$ cat src/vbfe_pkg.sv
// Shared types, constants and helper functions of the voxel boundary face extractor.
`timescale 1ns / 1ps

package vbfe_pkg;

   // Grid geometry
   localparam int MAX_DIM     = 256;
   localparam int DIM_W       = $clog2(MAX_DIM);
   localparam int LAT_W       = $clog2(MAX_DIM + 2);
   localparam int STORE_DEPTH = MAX_DIM * MAX_DIM;
   localparam int ADDR_W      = $clog2(STORE_DEPTH);

   // Register field widths
   localparam int SIZE_W  = 9;
   localparam int COORD_W = 32;
   localparam int SCALE_W = 31;
   localparam int CSR_AW  = 5;
   localparam int CSR_DW  = 32;

   // Vertex arithmetic widths
   localparam int PROD_W = LAT_W + SCALE_W;
   localparam int SUM_W  = PROD_W + 2;

   // Register indexes
   localparam logic [2:0] REG_SIZE_X     = 3'd0;
   localparam logic [2:0] REG_SIZE_Y     = 3'd1;
   localparam logic [2:0] REG_SIZE_Z     = 3'd2;
   localparam logic [2:0] REG_ORIGIN_X   = 3'd3;
   localparam logic [2:0] REG_ORIGIN_Y   = 3'd4;
   localparam logic [2:0] REG_ORIGIN_Z   = 3'd5;
   localparam logic [2:0] REG_CELL_SCALE = 3'd6;

   // Register reset values
   localparam logic [SIZE_W-1:0]  SIZE_RESET  = 9'd256;
   localparam logic [COORD_W-1:0] ORIGIN_RESET = 32'd0;
   localparam logic [SCALE_W-1:0] SCALE_RESET = 31'd65536;

   // Normal axis codes
   localparam logic [1:0] AXIS_X = 2'd0;
   localparam logic [1:0] AXIS_Y = 2'd1;
   localparam logic [1:0] AXIS_Z = 2'd2;

   // Corner walk of one face: bit k is the u / v offset of vertex k (positive normal)
   localparam int         VERTS_PER_FACE = 6;
   localparam logic [2:0] VERT_LAST      = 3'(VERTS_PER_FACE - 1);
   localparam logic [VERTS_PER_FACE-1:0] DU_POS = 6'b001110;
   localparam logic [VERTS_PER_FACE-1:0] DV_POS = 6'b011100;

   // One voxel as it enters the face sequencer
   typedef struct packed {
      logic [DIM_W-1:0] x;
      logic [DIM_W-1:0] y;
      logic [DIM_W-1:0] z;
      logic             cur;
      logic             prev;
   } item_type;

   // One vertex on lattice coordinates
   typedef struct packed {
      logic [LAT_W-1:0] lat_x;
      logic [LAT_W-1:0] lat_y;
      logic [LAT_W-1:0] lat_z;
      logic [1:0]       axis;
      logic             neg;
      logic             last;
   } vertex_type;

   // Size register to effective extent: zero acts as one, large values as MAX_DIM
   function automatic logic [LAT_W-1:0] clamp_size(input logic [SIZE_W-1:0] s);
      int v;
      v = int'(s);
      if (v == 0) v = 1;
      if (v > MAX_DIM) v = MAX_DIM;
      return LAT_W'(v);
   endfunction

endpackage

$ cat src/vbfe_face_seq.sv
// Face sequencer: finds the boundary faces of one voxel and walks their six vertices.
`timescale 1ns / 1ps

module vbfe_face_seq (
   input  logic                clock,
   input  logic                reset,
   input  logic                accept,
   input  vbfe_pkg::item_type  item_in,
   input  logic                below_bit,
   input  logic                back_bit,
   output logic                seq_ready,
   output logic                vtx_valid,
   output vbfe_pkg::vertex_type vtx,
   input  logic                vp_ready
);
   import vbfe_pkg::*;

   logic             busy_ff;
   item_type         item_ff;
   logic [2:0]       vert_ff, vert_in;
   logic [2:0]       done_ff, done_in;
   logic [2:0]       mask, pending, rest;
   logic [1:0]       axis;
   logic             emit, face_end, finish;
   logic             du, dv;
   logic [LAT_W-1:0] p, u, v, cu, cv;

   // Which neighbor pairs differ; RAM data is stable while the voxel is held
   assign mask[0] = (item_ff.x != '0) && (item_ff.prev != item_ff.cur);
   assign mask[1] = (item_ff.y != '0) && (below_bit != item_ff.cur);
   assign mask[2] = (item_ff.z != '0) && (back_bit != item_ff.cur);
   assign pending = mask & ~done_ff;

   // Lowest pending axis goes first
   always_comb begin
      if (pending[0]) begin
         axis = AXIS_X;
         rest = {pending[2:1], 1'b0};
      end else if (pending[1]) begin
         axis = AXIS_Y;
         rest = {pending[2], 2'b00};
      end else begin
         axis = AXIS_Z;
         rest = 3'b000;
      end
   end

   assign emit      = busy_ff && (pending != '0) && vp_ready;
   assign face_end  = emit && (vert_ff == VERT_LAST);
   assign finish    = busy_ff && ((pending == '0) || (face_end && (rest == '0)));
   assign seq_ready = !busy_ff || finish;

   // Corner offsets; a negative normal walks the square the other way round
   assign du = item_ff.cur ? DV_POS[vert_ff] : DU_POS[vert_ff];
   assign dv = item_ff.cur ? DU_POS[vert_ff] : DV_POS[vert_ff];

   always_comb begin
      case (axis)
         AXIS_X: begin
            p = LAT_W'(item_ff.x);
            u = LAT_W'(item_ff.y);
            v = LAT_W'(item_ff.z);
         end
         AXIS_Y: begin
            p = LAT_W'(item_ff.y);
            u = LAT_W'(item_ff.z);
            v = LAT_W'(item_ff.x);
         end
         default: begin
            p = LAT_W'(item_ff.z);
            u = LAT_W'(item_ff.x);
            v = LAT_W'(item_ff.y);
         end
      endcase
   end

   assign cu = u + LAT_W'(du);
   assign cv = v + LAT_W'(dv);

   // Map plane / u / v back onto x, y, z
   always_comb begin
      case (axis)
         AXIS_X: begin
            vtx.lat_x = p;
            vtx.lat_y = cu;
            vtx.lat_z = cv;
         end
         AXIS_Y: begin
            vtx.lat_y = p;
            vtx.lat_z = cu;
            vtx.lat_x = cv;
         end
         default: begin
            vtx.lat_z = p;
            vtx.lat_x = cu;
            vtx.lat_y = cv;
         end
      endcase
      vtx.axis = axis;
      vtx.neg  = item_ff.cur;
      vtx.last = (vert_ff == VERT_LAST) && (rest == '0);
   end

   assign vtx_valid = busy_ff && (pending != '0);

   // Vertex and face progress
   always_comb begin
      vert_in = vert_ff;
      done_in = done_ff;
      if (accept || finish) begin
         vert_in = '0;
         done_in = '0;
      end else if (face_end) begin
         vert_in       = '0;
         done_in[axis] = 1'b1;
      end else if (emit) begin
         vert_in = vert_ff + 3'd1;
      end
   end

   always_ff @(posedge clock) begin
      if (reset) begin
         busy_ff <= 1'b0;
         vert_ff <= '0;
         done_ff <= '0;
      end else begin
         vert_ff <= vert_in;
         done_ff <= done_in;
         if (accept) begin
            busy_ff <= 1'b1;
         end else if (finish) begin
            busy_ff <= 1'b0;
         end
      end
   end

   always_ff @(posedge clock) begin
      if (accept) begin
         item_ff <= item_in;
      end
   end

endmodule

$ cat config.mk
export PLATFORM = sky130hd
export DESIGN_NAME = vbfe_face_seq
export DESIGN_NICKNAME = d
export VERILOG_FILES = /design/src/vbfe_pkg.sv /design/src/vbfe_face_seq.sv
export SDC_FILE = /design/constraint.sdc
export NUM_CORES = 1
export LEC_CHECK = 0
export ABC_CLOCK_PERIOD_IN_PS = 8700
export BUFFER_PORTS_ARGS = -buffer_cell sky130_fd_sc_hd__buf_2
export CORE_UTILIZATION = 46
export CTS_CLUSTER_DIAMETER = 100
export CTS_CLUSTER_SIZE = 10
export DETAILED_ROUTE_END_ITERATION = 8
export MAX_ROUTING_LAYER = met4
export PLACE_DENSITY = 0.76
export SETUP_SLACK_MARGIN = 0.4
export SLEW_MARGIN = 20
export SYNTH_ARGS = -nofsm -noshare
export SYNTH_HDL_FRONTEND = slang
export SYNTH_SLANG_ARGS = --single-unit
$ cat constraint.sdc
create_clock -name clock -period 8.7 [get_ports clock]
set_input_delay 2.61 -clock clock [delete_from_list [all_inputs] [get_ports clock]]
set_output_delay 2.61 -clock clock [all_outputs]
set_load 0.01 [all_outputs]
After elaboration in Yosys (flattened, before gate mapping)
Memory sizes are Yosys's and may differ from the RTL's. A register that Yosys moved wholly into a read port is not among the register bits.
Cells that the tools add are included.
{ "word_totals": {"regBits": 33, "romBits": 16, "input_bits": 32, "output_inout_bits": 33, "word_cells": 68, "memories": 2} }
{ "classes": {"n_addsub": 3, "order_cmp": 3, "n_eq_ne": 5, "muxes": 20, "n_bitwise": 3, "reduce_logical": 24} }
{ "memory_table": {"columns": ["name", "words", "width", "read_ports", "rd_ports_with_merged_regs", "write_ports", "line", "text"], "rows": [
  ["(name not given)", 8, 1, 1, 1, 0, "vbfe_face_seq.sv:55", "assign dv = item_ff.cur ? DU_POS[vert_ff] : DV_POS[vert_ff];"],
  ["(name not given)", 8, 1, 1, 1, 0, "vbfe_face_seq.sv:55", null]
]} }
{ "ops": {"columns": ["cell", "count"], "rows": [
  ["27-bit case mux with 2 select lines", 1],
  ["8-bit case mux with 2 select lines", 3],
  ["8-bit nonzero test", 3],
  ["9-bit by 1-bit adder with 9-bit output", 2],
  ["3-bit two-way mux", 6],
  ["1-bit logical AND", 10],
  ["1-bit two-way mux", 7],
  ["3-bit zero test", 2],
  ["3-bit by 4-bit less-than comparator with 1-bit output, second input constant", 1],
  ["2-bit two-way mux", 2],
  ["3-bit by 1-bit adder with 3-bit output, second input constant", 1],
  ["3-bit bitwise AND", 1],
  ["3-bit == test, second input constant", 1],
  ["1-bit logical OR", 3],
  ["2-bit by 3-bit less-than comparator with 1-bit output, second input constant", 1],
  ["1-bit != test", 3],
  ["3-bit NOT", 1],
  ["3-bit bitwise OR", 1],
  ["3-bit nonzero test", 1],
  ["3-bit OR reduction", 1],
  ["1-bit demux with 2-bit select", 1],
  ["2-bit by 1-bit == test with 1-bit output, second input constant", 1],
  ["2-bit by 1-bit >= comparator with 1-bit output, second input constant", 1],
  ["2-bit zero test", 1],
  ["3 further kinds", 3]
]} }

Depth between registers and ports, before layout
{ "depth": {"word_depth": 13, "mapped_depth": 16, "depth_no_buf": 12} }

Worst setup path after synthesis
Ideal clock, no wire load.
{ "synth_timing": {"path_kind": "input -> output", "from": "input port below_bit", "to": "output port vtx[21] (netlist name)", "arrival_time_ns": 5.491, "required_time_ns": 6.090, "setup_slack_ns": 0.599, "path_stages": 14, "n_path_buf": 3, "cell_sequence": "xor2_1 -> buf_2 -> o211a_1 -> clkbuf_1 -> clkbuf_1 -> nand2_1 -> a31oi_1 -> ha_1 -> ha_1 -> inv_1 -> a311oi_1 -> or3b_1 -> or3_1 -> o31ai_1"} }
{ "synth_lines": {"columns": ["element", "line", "text"], "rows": [
  ["from (decl)", "vbfe_face_seq.sv:9", "input logic below_bit,"],
  ["to (decl)", "vbfe_face_seq.sv:13", "output vbfe_pkg::vertex_type vtx,"]
]} }

==> results.json <==
{
  "synthArstFlopShare_pct": 0,
  "tightestPinTransition_ns": 0.732,
  "worstPathBufferInverterCount": 3,
  "hold_viol": 0,
  "timing.critical_path.slowest_cell_delay_ns": 0.43,
  "synth_area_per_cell_um2": 8.84,
  "crit_arrival_ns": 5.31,
  "share_of_final_layout_standard_cells_stronger_than_drive_strength_1_pct": 25.4,
  "ctsLongestPathBuffers": 2,
  "dp.final_hpwl_mm": 5.15,
  "synth-xor-area-share_pct": 6.76,
  "all_layer_gr_usage_pct": 24.1,
  "vias_in_the_first_global_route": 2228,
  "setup_violations": 0,
  "clock-root-buffer": "sky130_fd_sc_hd__clkbuf_8",
  "core-area_um2": 5270,
  "worst-endpoint-required_ns": 6.09,
  "design_area_um2": 3030,
  "die_area_um2": 5930,
  "reg2reg_path_depth": 8,
  "antenna_cells_inserted": 0,
  "rsz0062_at_grt": "false",
  "tns_ns": 0,
  "routed_wire_length_per_instance_um": 16.7,
  "min_path_cells": 2,
  "cts_resized": 0,
  "floorplan.initialDensity_pct": 49.1,
  "area_growth_synth_to_finish_pct": 17.1,
  "yosysWarnings": 0,
  "timing.max_slew.rel_slack_pct": 49.9,
  "htreeDepth": 2,
  "detail_route.vias_per_cell": 6.14,
  "detail_route.drc_violations": 0,
  "crit_path_start": "below_bit",
  "outcome": "finished clean",
  "cts_tree": "yes",
  "fmax_ghz": 0.126,
  "clock_insertion_delay_at_the_later_pin_of_the_skew_report_ns": 0.28,
  "worst_setup_path_start_kind": "input port",
  "detailedRoute.firstIterationViolations": 383,
  "floorplan.die.width_um": 77.0,
  "muxShareOfSynthArea_pct": 2.03,
  "criticalPathCategory": "input port to output port",
  "ys.flop_type": "sky130_fd_sc_hd__edfxtp_1",
  "ant_nets": 0,
  "detailed_route_wire_length_mm": 7.03,
  "grt-ovfl-total": 0,
  "postCtsHoldBufs": 0,
  "syn_nets": 331,
  "leakage_nw": 1.19,
  "io-pin-count": 65,
  "vias": 2583,
  "tritoncts.num_buffers": 5,
  "netlist_area_um2": 2590,
  "number_of_storage_elements_in_the_synthesis_netlist": 35,
  "report.final.slew_viol_count": 0,
  "synthesis.instances": 293,
  "gp_congestion": 0.923,
  "critPathMaxFanout": 6,
  "yosys.area_share.adder_pct": 2.90,
  "grt_start_max_net_pins": 58,
  "critical_path_depth": 11,
  "floorplan.die.height_um": 77.0,
  "yosysSeqAreaShare_pct": 37.1,
  "critPathSlowestCell": "sky130_fd_sc_hd__or3b_1",
  "holdCritPathClass": "register to register",
  "worst_clock_skew_ns": 0.00829,
  "grt_antenna_before_repair": 0,
  "critPathCaptureType": "output port",
  "crit_path_cell_trace": "buf_2 -> xnor2_1 -> o21ai_0 -> a31oi_1 -> ha_1 -> inv_1 -> a311oi_1 -> or3b_1 -> or3_1 -> o31ai_1 -> buf_2",
  "post-cts-setup-buffer-count": 0,
  "finalWorstPathRequiredPeriod_ns": 7.92,
  "synth_area_in_compound_gates_pct": 25.6,
  "holdCritStartpoint": "done_ff[2]",
  "timing.max_cap.violations": 0,
  "timing.final.crit_share_pct": 91.0,
  "cpLargestDelayFamily": "compound AO/OA/AOI/OAI gates",
  "dpl_cell_area_um2": 2950,
  "power_density_nw_per_um2": 164,
  "critPathMostFrequentCell": "sky130_fd_sc_hd__buf_2",
  "number_of_core_rows": 26,
  "worst_supply_voltage_drop_on_vdd_v": 0.000115,
  "dr.pass1.iters": 5,
  "post_synth_and_or_nand_nor_area_fraction_pct": 21.3,
  "grt_first_pass_wirelength_mm": 11.0,
  "final_net_count": 388,
  "main_combinational_cell_family_by_area_after_synthesis": "compound AO/OA/AOI/OAI gates",
  "cts.clk_slew.worst_paths_ns": 0.06,
  "post_synth_cell_types": 60,
  "number_of_flops_mapped_to_enable_cells_by_yosys": 26,
  "buffer_ports.inserted": 64,
  "clock_sink_count": 35,
  "regToRegStartpoint": "item_ff[22]"
}
## sequential cells by signal, summed over array words and instances, names as in the netlist, named ones only
signal / count
done_ff: 3
vtx: 1
vert_ff: 3
item_ff: 25
busy_ff: 1
## layout by cell type (no fill, tap or decap), types with 7 or more instances in the layout
| cell | instances |
|---|---|
| sky130_fd_sc_hd__nor2_1 | 29 |
| sky130_fd_sc_hd__xor2_1 | 10 |
| sky130_fd_sc_hd__nand2_1 | 42 |
| sky130_fd_sc_hd__o21ai_0 | 15 |
| sky130_fd_sc_hd__edfxtp_1 | 26 |
| sky130_fd_sc_hd__buf_2 | 64 |
| sky130_fd_sc_hd__nand3_1 | 7 |
| sky130_fd_sc_hd__dfxtp_1 | 9 |
| sky130_fd_sc_hd__xnor2_1 | 10 |
| sky130_fd_sc_hd__a31oi_1 | 16 |
| sky130_fd_sc_hd__a21oi_1 | 16 |
## report_power, final
part	total [mW]	internal, mW	switching [mW]
Clock	0.107	0.0545	0.0529
Sequential	0.209	0.192	0.0168
Combinational	0.181	0.0688	0.112
Total	0.498	0.315	0.182
## final timing paths
check	end	slack, ns
max reg2reg	register	5.56
max	vtx[21]	0.78
min reg2reg	done_ff[2]	0.47
min	done_ff[2]	0.47
## area by class of cell
| type | count | area (µm²) |
|---|---|---|
| Sequential cell | 35 | 961 |
| Inverter | 7 | 26.3 |
| Clock inverter | 2 | 7.51 |
| Clock buffer | 6 | 72.6 |
| Timing Repair Buffer | 69 | 358 |
| Multi-Input combinational cell | 232 | 1520 |
| Tap cell | 70 | 87.6 |
| Fill cell | 517 | 2240 |
## synthesized netlist by cell type (7+ instances only)
library cell	number	share of area [%]
sky130_fd_sc_hd__nor2_1	29	4.2
sky130_fd_sc_hd__nand2_1	42	6.1
sky130_fd_sc_hd__a21oi_1	16	3.1
sky130_fd_sc_hd__dfxtp_1	9	7.0
sky130_fd_sc_hd__a31oi_1	16	3.9
sky130_fd_sc_hd__o21ai_0	15	2.9
sky130_fd_sc_hd__nand3_1	7	1.4
sky130_fd_sc_hd__edfxtp_1	26	30
sky130_fd_sc_hd__xor2_1	10	3.4
sky130_fd_sc_hd__clkbuf_1	9	1.3
sky130_fd_sc_hd__xnor2_1	10	3.4
## tightest hold or removal path, cell delays in order, from the launching register on
cell and delay [ns]:
sky130_fd_sc_hd__dfxtp_1 0.33, sky130_fd_sc_hd__a21oi_1 0.04, sky130_fd_sc_hd__nor2_1 0.07
## logic make-up (layout without fill, tap and decap cells)
| logic type | after synthesis | count (layout) |
|---|---|---|
| adder cells (fa/ha/maj) | 6 | 6 |
| buffers and inverters | 26 | 84 |
| flip-flops | 35 | 35 |
| AO/OA/AOI/OAI | 91 | 91 |
| XOR/XNOR | 20 | 20 |
| AND/OR/NAND/NOR | 110 | 110 |
| multiplexers | 5 | 5 |
## per-stage QoR
| stage | setup WS, ns | util [%] | cells | hold WS (ns) | power, mW |
|---|---|---|---|---|---|
| finish | 0.785 | 57.6 | 421 | 0.469 | 0.498 |
| global route | 0.529 | 57.6 | 421 | 0.510 | 0.523 |
| CTS | 0.771 | 57.6 | 421 | 0.477 | 0.496 |
| detailed placement | 0.762 | 56.1 | 413 | 0.463 | 0.390 |
| global placement | 0.887 | 56.1 | 413 | 0.457 | 0.386 |
| floorplan | 0.599 | - | 293 | 0.438 | 0.328 |
## metal layers
metal	GRT usage [%]	vias up	share of wire (%)	wire length [µm]
met5	-	-	0	0
met4	7.17	0	1.5	102
met3	3.69	11	8.6	604
met2	36.8	158	47	3300
met1	33.1	1185	43	3020
li1	-	1229	-	-
No activity file was read; power rests on OpenSTA's default activity.
