[src/vbfe_pkg.sv]
// Shared types, constants and helper functions of the voxel boundary face extractor.
`timescale 1ns / 1ps

package vbfe_pkg;

   // Grid geometry
   localparam int MAX_DIM     = 256;
   localparam int DIM_W       = $clog2(MAX_DIM);
   localparam int LAT_W       = $clog2(MAX_DIM + 2);
   localparam int STORE_DEPTH = MAX_DIM * MAX_DIM;
   localparam int ADDR_W      = $clog2(STORE_DEPTH);

   // Register field widths
   localparam int SIZE_W  = 9;
   localparam int COORD_W = 32;
   localparam int SCALE_W = 31;
   localparam int CSR_AW  = 5;
   localparam int CSR_DW  = 32;

   // Vertex arithmetic widths
   localparam int PROD_W = LAT_W + SCALE_W;
   localparam int SUM_W  = PROD_W + 2;

   // Register indexes
   localparam logic [2:0] REG_SIZE_X     = 3'd0;
   localparam logic [2:0] REG_SIZE_Y     = 3'd1;
   localparam logic [2:0] REG_SIZE_Z     = 3'd2;
   localparam logic [2:0] REG_ORIGIN_X   = 3'd3;
   localparam logic [2:0] REG_ORIGIN_Y   = 3'd4;
   localparam logic [2:0] REG_ORIGIN_Z   = 3'd5;
   localparam logic [2:0] REG_CELL_SCALE = 3'd6;

   // Register reset values
   localparam logic [SIZE_W-1:0]  SIZE_RESET  = 9'd256;
   localparam logic [COORD_W-1:0] ORIGIN_RESET = 32'd0;
   localparam logic [SCALE_W-1:0] SCALE_RESET = 31'd65536;

   // Normal axis codes
   localparam logic [1:0] AXIS_X = 2'd0;
   localparam logic [1:0] AXIS_Y = 2'd1;
   localparam logic [1:0] AXIS_Z = 2'd2;

   // Corner walk of one face: bit k is the u / v offset of vertex k (positive normal)
   localparam int         VERTS_PER_FACE = 6;
   localparam logic [2:0] VERT_LAST      = 3'(VERTS_PER_FACE - 1);
   localparam logic [VERTS_PER_FACE-1:0] DU_POS = 6'b001110;
   localparam logic [VERTS_PER_FACE-1:0] DV_POS = 6'b011100;

   // One voxel as it enters the face sequencer
   typedef struct packed {
      logic [DIM_W-1:0] x;
      logic [DIM_W-1:0] y;
      logic [DIM_W-1:0] z;
      logic             cur;
      logic             prev;
   } item_type;

   // One vertex on lattice coordinates
   typedef struct packed {
      logic [LAT_W-1:0] lat_x;
      logic [LAT_W-1:0] lat_y;
      logic [LAT_W-1:0] lat_z;
      logic [1:0]       axis;
      logic             neg;
      logic             last;
   } vertex_type;

   // Size register to effective extent: zero acts as one, large values as MAX_DIM
   function automatic logic [LAT_W-1:0] clamp_size(input logic [SIZE_W-1:0] s);
      int v;
      v = int'(s);
      if (v == 0) v = 1;
      if (v > MAX_DIM) v = MAX_DIM;
      return LAT_W'(v);
   endfunction

endpackage

[src/vbfe_vertex_pipe.sv]
// Vertex pipeline: lattice times scale, then origin add with saturation into the output register.
`timescale 1ns / 1ps

module vbfe_vertex_pipe (
   input  logic                          clock,
   input  logic                          reset,
   input  logic                          vtx_valid,
   input  vbfe_pkg::vertex_type          vtx,
   output logic                          vp_ready,
   input  logic [vbfe_pkg::COORD_W-1:0]  origin_x,
   input  logic [vbfe_pkg::COORD_W-1:0]  origin_y,
   input  logic [vbfe_pkg::COORD_W-1:0]  origin_z,
   input  logic [vbfe_pkg::SCALE_W-1:0]  cell_scale,
   output logic                          out_valid,
   input  logic                          out_ready,
   output logic [vbfe_pkg::COORD_W-1:0]  pos_x,
   output logic [vbfe_pkg::COORD_W-1:0]  pos_y,
   output logic [vbfe_pkg::COORD_W-1:0]  pos_z,
   output logic [1:0]                    normal_axis,
   output logic                          normal_negative,
   output logic                          last_of_item
);
   import vbfe_pkg::*;

   localparam logic signed [SUM_W-1:0] SAT_MAX = {{(SUM_W-COORD_W+1){1'b0}}, {(COORD_W-1){1'b1}}};
   localparam logic signed [SUM_W-1:0] SAT_MIN = {{(SUM_W-COORD_W+1){1'b1}}, {(COORD_W-1){1'b0}}};

   // Origin plus product, clamped to the signed coordinate range
   function automatic logic [COORD_W-1:0] sat_add(input logic [COORD_W-1:0] org,
                                                   input logic [PROD_W-1:0]  prod);
      logic signed [SUM_W-1:0] sum;
      sum = $signed({{(SUM_W-COORD_W){org[COORD_W-1]}}, org}) + $signed({2'b00, prod});
      if (sum > SAT_MAX) begin
         return SAT_MAX[COORD_W-1:0];
      end else if (sum < SAT_MIN) begin
         return SAT_MIN[COORD_W-1:0];
      end
      return sum[COORD_W-1:0];
   endfunction

   logic              prod_valid_ff;
   logic [PROD_W-1:0] prod_x_ff, prod_y_ff, prod_z_ff;
   vertex_type        prod_vtx_ff;
   logic              prod_ready, o_ready;
   logic              o_valid_ff;
   logic [COORD_W-1:0] pos_x_ff, pos_y_ff, pos_z_ff;
   vertex_type        o_vtx_ff;

   // Stages move forward whenever the next one is empty or draining
   assign o_ready    = !o_valid_ff || out_ready;
   assign prod_ready = !prod_valid_ff || o_ready;
   assign vp_ready   = prod_ready;

   always_ff @(posedge clock) begin
      if (reset) begin
         prod_valid_ff <= 1'b0;
         o_valid_ff    <= 1'b0;
      end else begin
         if (prod_ready) begin
            prod_valid_ff <= vtx_valid;
         end
         if (o_ready) begin
            o_valid_ff <= prod_valid_ff;
         end
      end
   end

   // Multiply stage
   always_ff @(posedge clock) begin
      if (prod_ready && vtx_valid) begin
         prod_x_ff   <= PROD_W'(vtx.lat_x) * PROD_W'(cell_scale);
         prod_y_ff   <= PROD_W'(vtx.lat_y) * PROD_W'(cell_scale);
         prod_z_ff   <= PROD_W'(vtx.lat_z) * PROD_W'(cell_scale);
         prod_vtx_ff <= vtx;
      end
   end

   // Add, saturate, hold for the result channel
   always_ff @(posedge clock) begin
      if (o_ready && prod_valid_ff) begin
         pos_x_ff <= sat_add(origin_x, prod_x_ff);
         pos_y_ff <= sat_add(origin_y, prod_y_ff);
         pos_z_ff <= sat_add(origin_z, prod_z_ff);
         o_vtx_ff <= prod_vtx_ff;
      end
   end

   assign out_valid       = o_valid_ff;
   assign pos_x           = pos_x_ff;
   assign pos_y           = pos_y_ff;
   assign pos_z           = pos_z_ff;
   assign normal_axis     = o_vtx_ff.axis;
   assign normal_negative = o_vtx_ff.neg;
   assign last_of_item    = o_vtx_ff.last;

endmodule

[config.mk]
export PLATFORM = sky130hd
export DESIGN_NAME = vbfe_vertex_pipe
export DESIGN_NICKNAME = d
export VERILOG_FILES = /design/src/vbfe_pkg.sv /design/src/vbfe_vertex_pipe.sv
export SDC_FILE = /design/constraint.sdc
export NUM_CORES = 2
export LEC_CHECK = 0
export BUFFER_PORTS_ARGS = -buffer_cell sky130_fd_sc_hd__buf_2
export CAP_MARGIN = 20
export CORE_UTILIZATION = 59
export CTS_CLUSTER_SIZE = 40
export DETAILED_ROUTE_END_ITERATION = 6
export GPL_TIMING_DRIVEN = 1
export PLACE_DENSITY = 0.78
export SYNTH_ARGS = -nofsm -noshare
export SYNTH_HDL_FRONTEND = slang
export SYNTH_SLANG_ARGS = --single-unit
[constraint.sdc]
create_clock -name clock -period 9 [get_ports clock]
set_clock_uncertainty 0.05 [all_clocks]
set_input_delay 1.35 -clock clock [delete_from_list [all_inputs] [get_ports clock]]
set_output_delay 1.35 -clock clock [all_outputs]
set_load 0.01 [all_outputs]
* Word-level counts from Yosys, hierarchy flattened
Index checks and enable logic that the tools add are counted.
W data, S select, Z words.
** Operators by class
- $mul :: 3
- Reductions and logical operators :: 6
- Add/sub/neg operators :: 3
- Order comparisons :: 6
- Muxes and demuxes :: 18
** Operators by type and width (count)
- $mux W32 :: 9
- $add A32 B41 Y42 :: 3
- $gt A42 B32 Y1 const B :: 3
- $lt A42 B32 Y1 const B :: 3
- $mul A9 B31 Y40 :: 3
- $mux W1 :: 9
- $logic_and A1 B1 Y1 :: 2
- $logic_not A1 Y1 :: 2
- $logic_or A1 B1 Y1 :: 2
** Storage, ports and cells
- Input bits :: 162
- Register bits :: 226

* Longest topological paths before layout
- Depth after elaboration :: 6
- Depth in mapped cells :: 24
- Gate-level depth less buffers :: 23

* Least setup slack after synthesis
Ideal clock, no wire load.
- Kind :: input-to-reg
- From :: input vtx[22] (netlist name)
- To :: register prod_x_ff[38] (data pin)
- Path buffers :: 1
- Required time :: 8.693 ns
- Setup slack :: 2.231 ns
- Stages :: 22
- Data arrival time :: 6.462 ns
- Cells stage by stage :: clkbuf_1 > nand2_1 > fa_1 > inv_1 > fa_1 > fa_1 > inv_1 > fa_1 > inv_1 > ha_1 > nand3_1 > nor2_1 > nand2_1 > a2111oi_0 > o31ai_1 > a31oi_1 > a21oi_1 > o41ai_1 > a31o_2 > a21o_1 > a21o_1 > xor2_1
** Between the ends
- Cells in the longest elaborated chain, start to end :: 1
** RTL lines
- start: declaration :: RTL line vbfe_vertex_pipe.sv:8 : input vbfe_pkg::vertex_type vtx,
- $mul A9 B31 Y40 :: RTL line vbfe_vertex_pipe.sv:71 : prod_x_ff <= PROD_W'(vtx.lat_x) * PROD_W'(cell_scale);
- end signal: assignment :: RTL line vbfe_vertex_pipe.sv:71
- end: declaration :: RTL line vbfe_vertex_pipe.sv:42 : logic [PROD_W-1:0] prod_x_ff, prod_y_ff, prod_z_ff;
Every way passes these cells.
A chain may end at the register's enable or synchronous reset.

* Worst setup path in the final report
Same ends and word-level chain as after synthesis.

==> impl_metrics.csv <==
group,metric,value,unit
timing,fin_setup_tns,0,ns
worst_setup_path,cp_slowest_cell,"a2111oi_0",
worst_setup_path,path_cells,"buf_2 > nand2_1 > fa_1 > inv_1 > fa_1 > fa_1 > inv_1 > fa_1 > inv_1 > ha_1 > nand3_1 > nor2_1 > nand2_1 > a2111oi_0 > o31ai_1 > a31oi_1 > a21oi_1 > o41ai_1 > a31o_2 > a21o_1 > a21o_1 > xor2_1",
placement,dp_hpwl,69.9,mm
worst_setup_path,required,9.40,ns
cts,cts_made_buffers,28,
global_route,grt_start_max_net_pins,69,
floorplan,std_cell_rows,94,
global_route,grt_overflow,0,
worst_setup_path,ff2ff_setup_slack,4.01,ns
cells_and_area,nFillCells,5499,
yosys,syn_area,39500,sq um
yosys,syn_nets,5396,
worst_setup_path,crit_top_cell,"fa_1",
yosys,syn_inst,4316,
pwr,ir_drop,0.220,mV
hold_path,whs_path_depth,0,
flow_run,maxCapViolCount,0,
outcome,failed_checks,"DRC",
worst_setup_path,cp.arrival,7.82,ns
worst_setup_path,cp_slowest_stage_delay,0.77,ns
timing,period_needed,7.42,ns
worst_setup_path,cp.depth,22,
placement,place_area,41300,sq um
global_route,grt_pass1_wl,149,mm
timing,period_share,82.4,%
worst_setup_path,critPathTopFamily,"compound AO/OA/AOI/OAI gates",
worst_setup_path,critPathLaunch,"vtx[22]",
floorplan,floorplan.initialDensity,59.9,%
yosys,synth_seq_area_share,17.1,%
cts,cts-root-buf,"clkbuf_16",
detailed_routing,dr_wl_met3,5.66,mm
worst_setup_path,reg2reg_depth,15,
detailed_routing,routed.top_layer,"met5",
worst_setup_path,rr_startpoint,"prod_x_ff[0]$_DFFE_PP_",
detailed_routing,avgViaCountPerCell,5.64,
detailed_routing,drt_drc_violations_left,34,
timing,slew_headroom,34.6,%
yosys,yosysUniqueCellTypes,89,
worst_setup_path,crit_type,"input port to flop",
detailed_routing,ant_nets,0,
worst_setup_path,rr_endpoint,"pos_x[29]$_DFFE_PP_",
timing,rsz0062_at_grt,"false",
global_route,globalRouteTotalUtil,27.0,%
yosys,synthArstFlopShare,0,%
yosys,ys.flop_type,"edfxtp_1",
timing,finalHoldViolations,0,
global_route,grt_pass1_vias,30900,
worst_setup_path,path_buf_inv,4,
global_route,antenna_found_initial,7,
yosys,synth_edf_count,224,
cells_and_area,layout-drive-gt1-share,8.38,%
yosys,avgSynthCellArea,9.16,sq um
cts,cts_tree,"done",
cts,h-tree-depth,1,
placement,gp_congestion,0.900,
hold_path,hold_path_class,"flop to flop",
cells_and_area,area_growth,7.01,%
yosys,synth_top_family_by_area,"adder cells",
cts,cts_setup_buffers,0,
cts,cts.clk_slew.worst_paths,0.06,ns
floorplan,die_w,261,microns
detailed_routing,wl_met2,43.5,mm
cells_and_area,regArea,6770,sq um
timing,maxSlewViolCount,0,
cts,clock_latency,0.62,ns
pwr,p_leak,20.6,nW
timing,max_freq,135,MHz
timing,worst_slew_pin_slew,0.981,ns
yosys,synth_xor_area_share,4.49,%
placement,place.port_buffers,263,
worst_setup_path,crit_fanout,31,
cells_and_area,multi_input_area,29300,sq um
floorplan,ioPinCount,264,
detailed_routing,via_count,30100,
detailed_routing,drt_pass1_iterations,7,
yosys,ys_seq_elements,226,
cts,cts_sinks,226,
floorplan,core,66000,sq um
cts,post_cts_resize_count,0,
floorplan,fp.dieH,261,microns
detailed_routing,drtIter0Drc,1975,
yosys,synthAdderAreaFrac,40.7,%
floorplan,dieArea,68100,sq um
worst_setup_path,cp-start-kind,"input port",
detailed_routing,routed_wl,88.9,mm
detailed_routing,wl_per_cell,16.7,microns
cts,cts_hold_buf,0,
outcome,outcome,"complete, but fails checks",
yosys,yosys_warnings,0,
yosys,yosys-mux-area-fraction,0.0253,%
cells_and_area,fin_area,42300,sq um
cells_and_area,nets,5519,
pwr,p_per_area,315,nW/um^2
timing,setup_violations,0,
yosys,synth_compound_area_share,11.6,%
detailed_routing,wirelength_met1,37.1,mm
worst_setup_path,endpoint,"prod_x_ff[38]$_DFFE_PP_",
worst_setup_path,critical_path.endpoint_type,"flop",
yosys,synthSimpleGateAreaFrac,17.1,%
cts,cts_buffer_depth,3,
-- worst min-delay path by stage --
stage | to | slack [ns] | startpoint
after detailed placement | last_of_item$_DFFE_PP_ | 0.36 | prod_vtx_ff[0]$_DFFE_PP_
after global placement | normal_axis[1]$_DFFE_PP_ | 0.35 | prod_vtx_ff[3]$_DFFE_PP_
after CTS | last_of_item$_DFFE_PP_ | 0.37 | prod_vtx_ff[0]$_DFFE_PP_
after floorplan | last_of_item$_DFFE_PP_ | 0.35 | prod_vtx_ff[0]$_DFFE_PP_
final | last_of_item$_DFFE_PP_ | 0.37 | prod_vtx_ff[0]$_DFFE_PP_
after global routing | normal_axis[0]$_DFFE_PP_ | 0.39 | prod_vtx_ff[2]$_DFFE_PP_
-- cells in the final DEF, fill, tap and decap left out, types with 14 or more instances in the layout --
master     netlist  routed
a211oi_1        22      22
o21ai_1         84      84
fa_1           615     615
o21a_1          22      22
o211ai_1        19      19
xnor2_1        125     125
a21o_1         108     108
ha_1           303     303
nor3_1          26      26
nor2b_1         21      20
inv_1          736     736
a21oi_1        223     223
nor2_1         130     130
nand3_1         46      46
edfxtp_1       224     224
xor2_1          76      76
o21ai_0         98      98
and2_1         509     508
buf_4            3      16
clkbuf_16        0      28
and3_1          23      23
a31oi_1         14      14
nand2_1        452     452
nand2b_1        31      31
nand4_1         29      29
o21bai_1        25      25
or3_1           14      14
buf_2           14     263
-- power by group --
| group | leakage (nW) | internal, mW | switching (mW) |
|---|---|---|---|
| Sequential | 2.15 | 1.98 | 0.113 |
| Clock | 0.436 | 0.662 | 0.496 |
| Combinational | 18.0 | 4.24 | 5.82 |
-- layer usage --
layer	track usage, %	vias up
li1	-	14100
met1	35.0	15000
met2	46.5	809
met3	4.14	171
met5	0	-
met4	8.25	2
-- sequential cells by signal, indices dropped and copies added, names as in the netlist --
name             cells
prod_valid_ff        1
last_of_item         1
prod_vtx_ff          4
prod_z_ff           40
normal_axis          2
prod_y_ff           40
normal_negative      1
pos_y               32
prod_x_ff           40
pos_x               32
out_valid            1
pos_z               32
-- cells in the mapped netlist, types with 4 or more instances --
cell type	instances	area, sq um
inv_1	736	2760
fa_1	615	12300
and2_1	509	3180
nand2_1	452	1700
ha_1	303	3790
edfxtp_1	224	6730
a21oi_1	223	1120
clkbuf_1	167	627
nor2_1	130	488
xnor2_1	125	1090
a21o_1	108	811
o21ai_0	98	490
o21ai_1	84	420
xor2_1	76	666
nand3_1	46	230
nand2b_1	31	194
nand4_1	29	181
nor3_1	26	130
o21bai_1	25	188
and3_1	23	144
a211oi_1	22	165
o21a_1	22	165
nor2b_1	21	131
o211ai_1	19	143
a31oi_1	14	87.6
buf_2	14	70.1
or3_1	14	87.6
a21oi_2	11	96.3
o21ai_2	11	96.3
a21boi_0	7	52.6
o31ai_1	7	52.6
a221oi_1	6	52.6
o22ai_1	6	37.5
a2111oi_0	5	43.8
nor4_1	5	31.3
o221ai_1	5	43.8
o31a_1	5	43.8
a31o_2	4	35.0
or2_1	4	25.0
or2_2	4	25.0
or4_1	4	30.0
-- layout make-up --
| cell class | instances | area share [%] |
|---|---|---|
| Multi-Input combinational cell | 3165 | 69.2 |
| Timing Repair Buffer | 281 | 3.51 |
| Clock buffer | 37 | 1.74 |
| Sequential cell | 226 | 16.0 |
| Antenna cell | 7 | 0.0414 |
| Tap cell | 864 | 2.55 |
| Clock inverter | 15 | 0.432 |
| Inverter | 737 | 6.54 |
-- worst reg2reg max path, delay by kind of cell, from the launching register on --
| family | cells | cell delay, ns |
|---|---|---|
| adder cells (fa/ha/maj) | 2 | 0.66 |
| flip-flops | 1 | 0.38 |
| AO/OA/AOI/OAI | 10 | 3.20 |
| buffers and inverters | 1 | 0.25 |
| XOR/XNOR | 1 | 0.17 |
| AND/OR/NAND/NOR | 1 | 0.10 |
-- through the flow --
stage	total power [mW]	worst slack [ns]	instances	util (%)	hold WS, ns
floorplan	9.96	2.23	4316	-	0.350
global placement	11.9	1.21	5271	62.6	0.354
detailed placement	12.1	1.14	5271	62.6	0.358
CTS	13.3	1.77	5323	64.0	0.372
global route	14.8	1.12	5331	64.1	0.388
finish	13.3	1.58	5332	64.1	0.368
-- kinds of logic after synthesis --
group / count (synthesis)
adder cells (fa/ha/maj): 918
AO/OA/AOI/OAI: 725
flip-flops: 226
AND/OR/NAND/NOR: 1319
multiplexers: 1
XOR/XNOR: 202
buffers and inverters: 925
(Power assumes the default switching activity.)
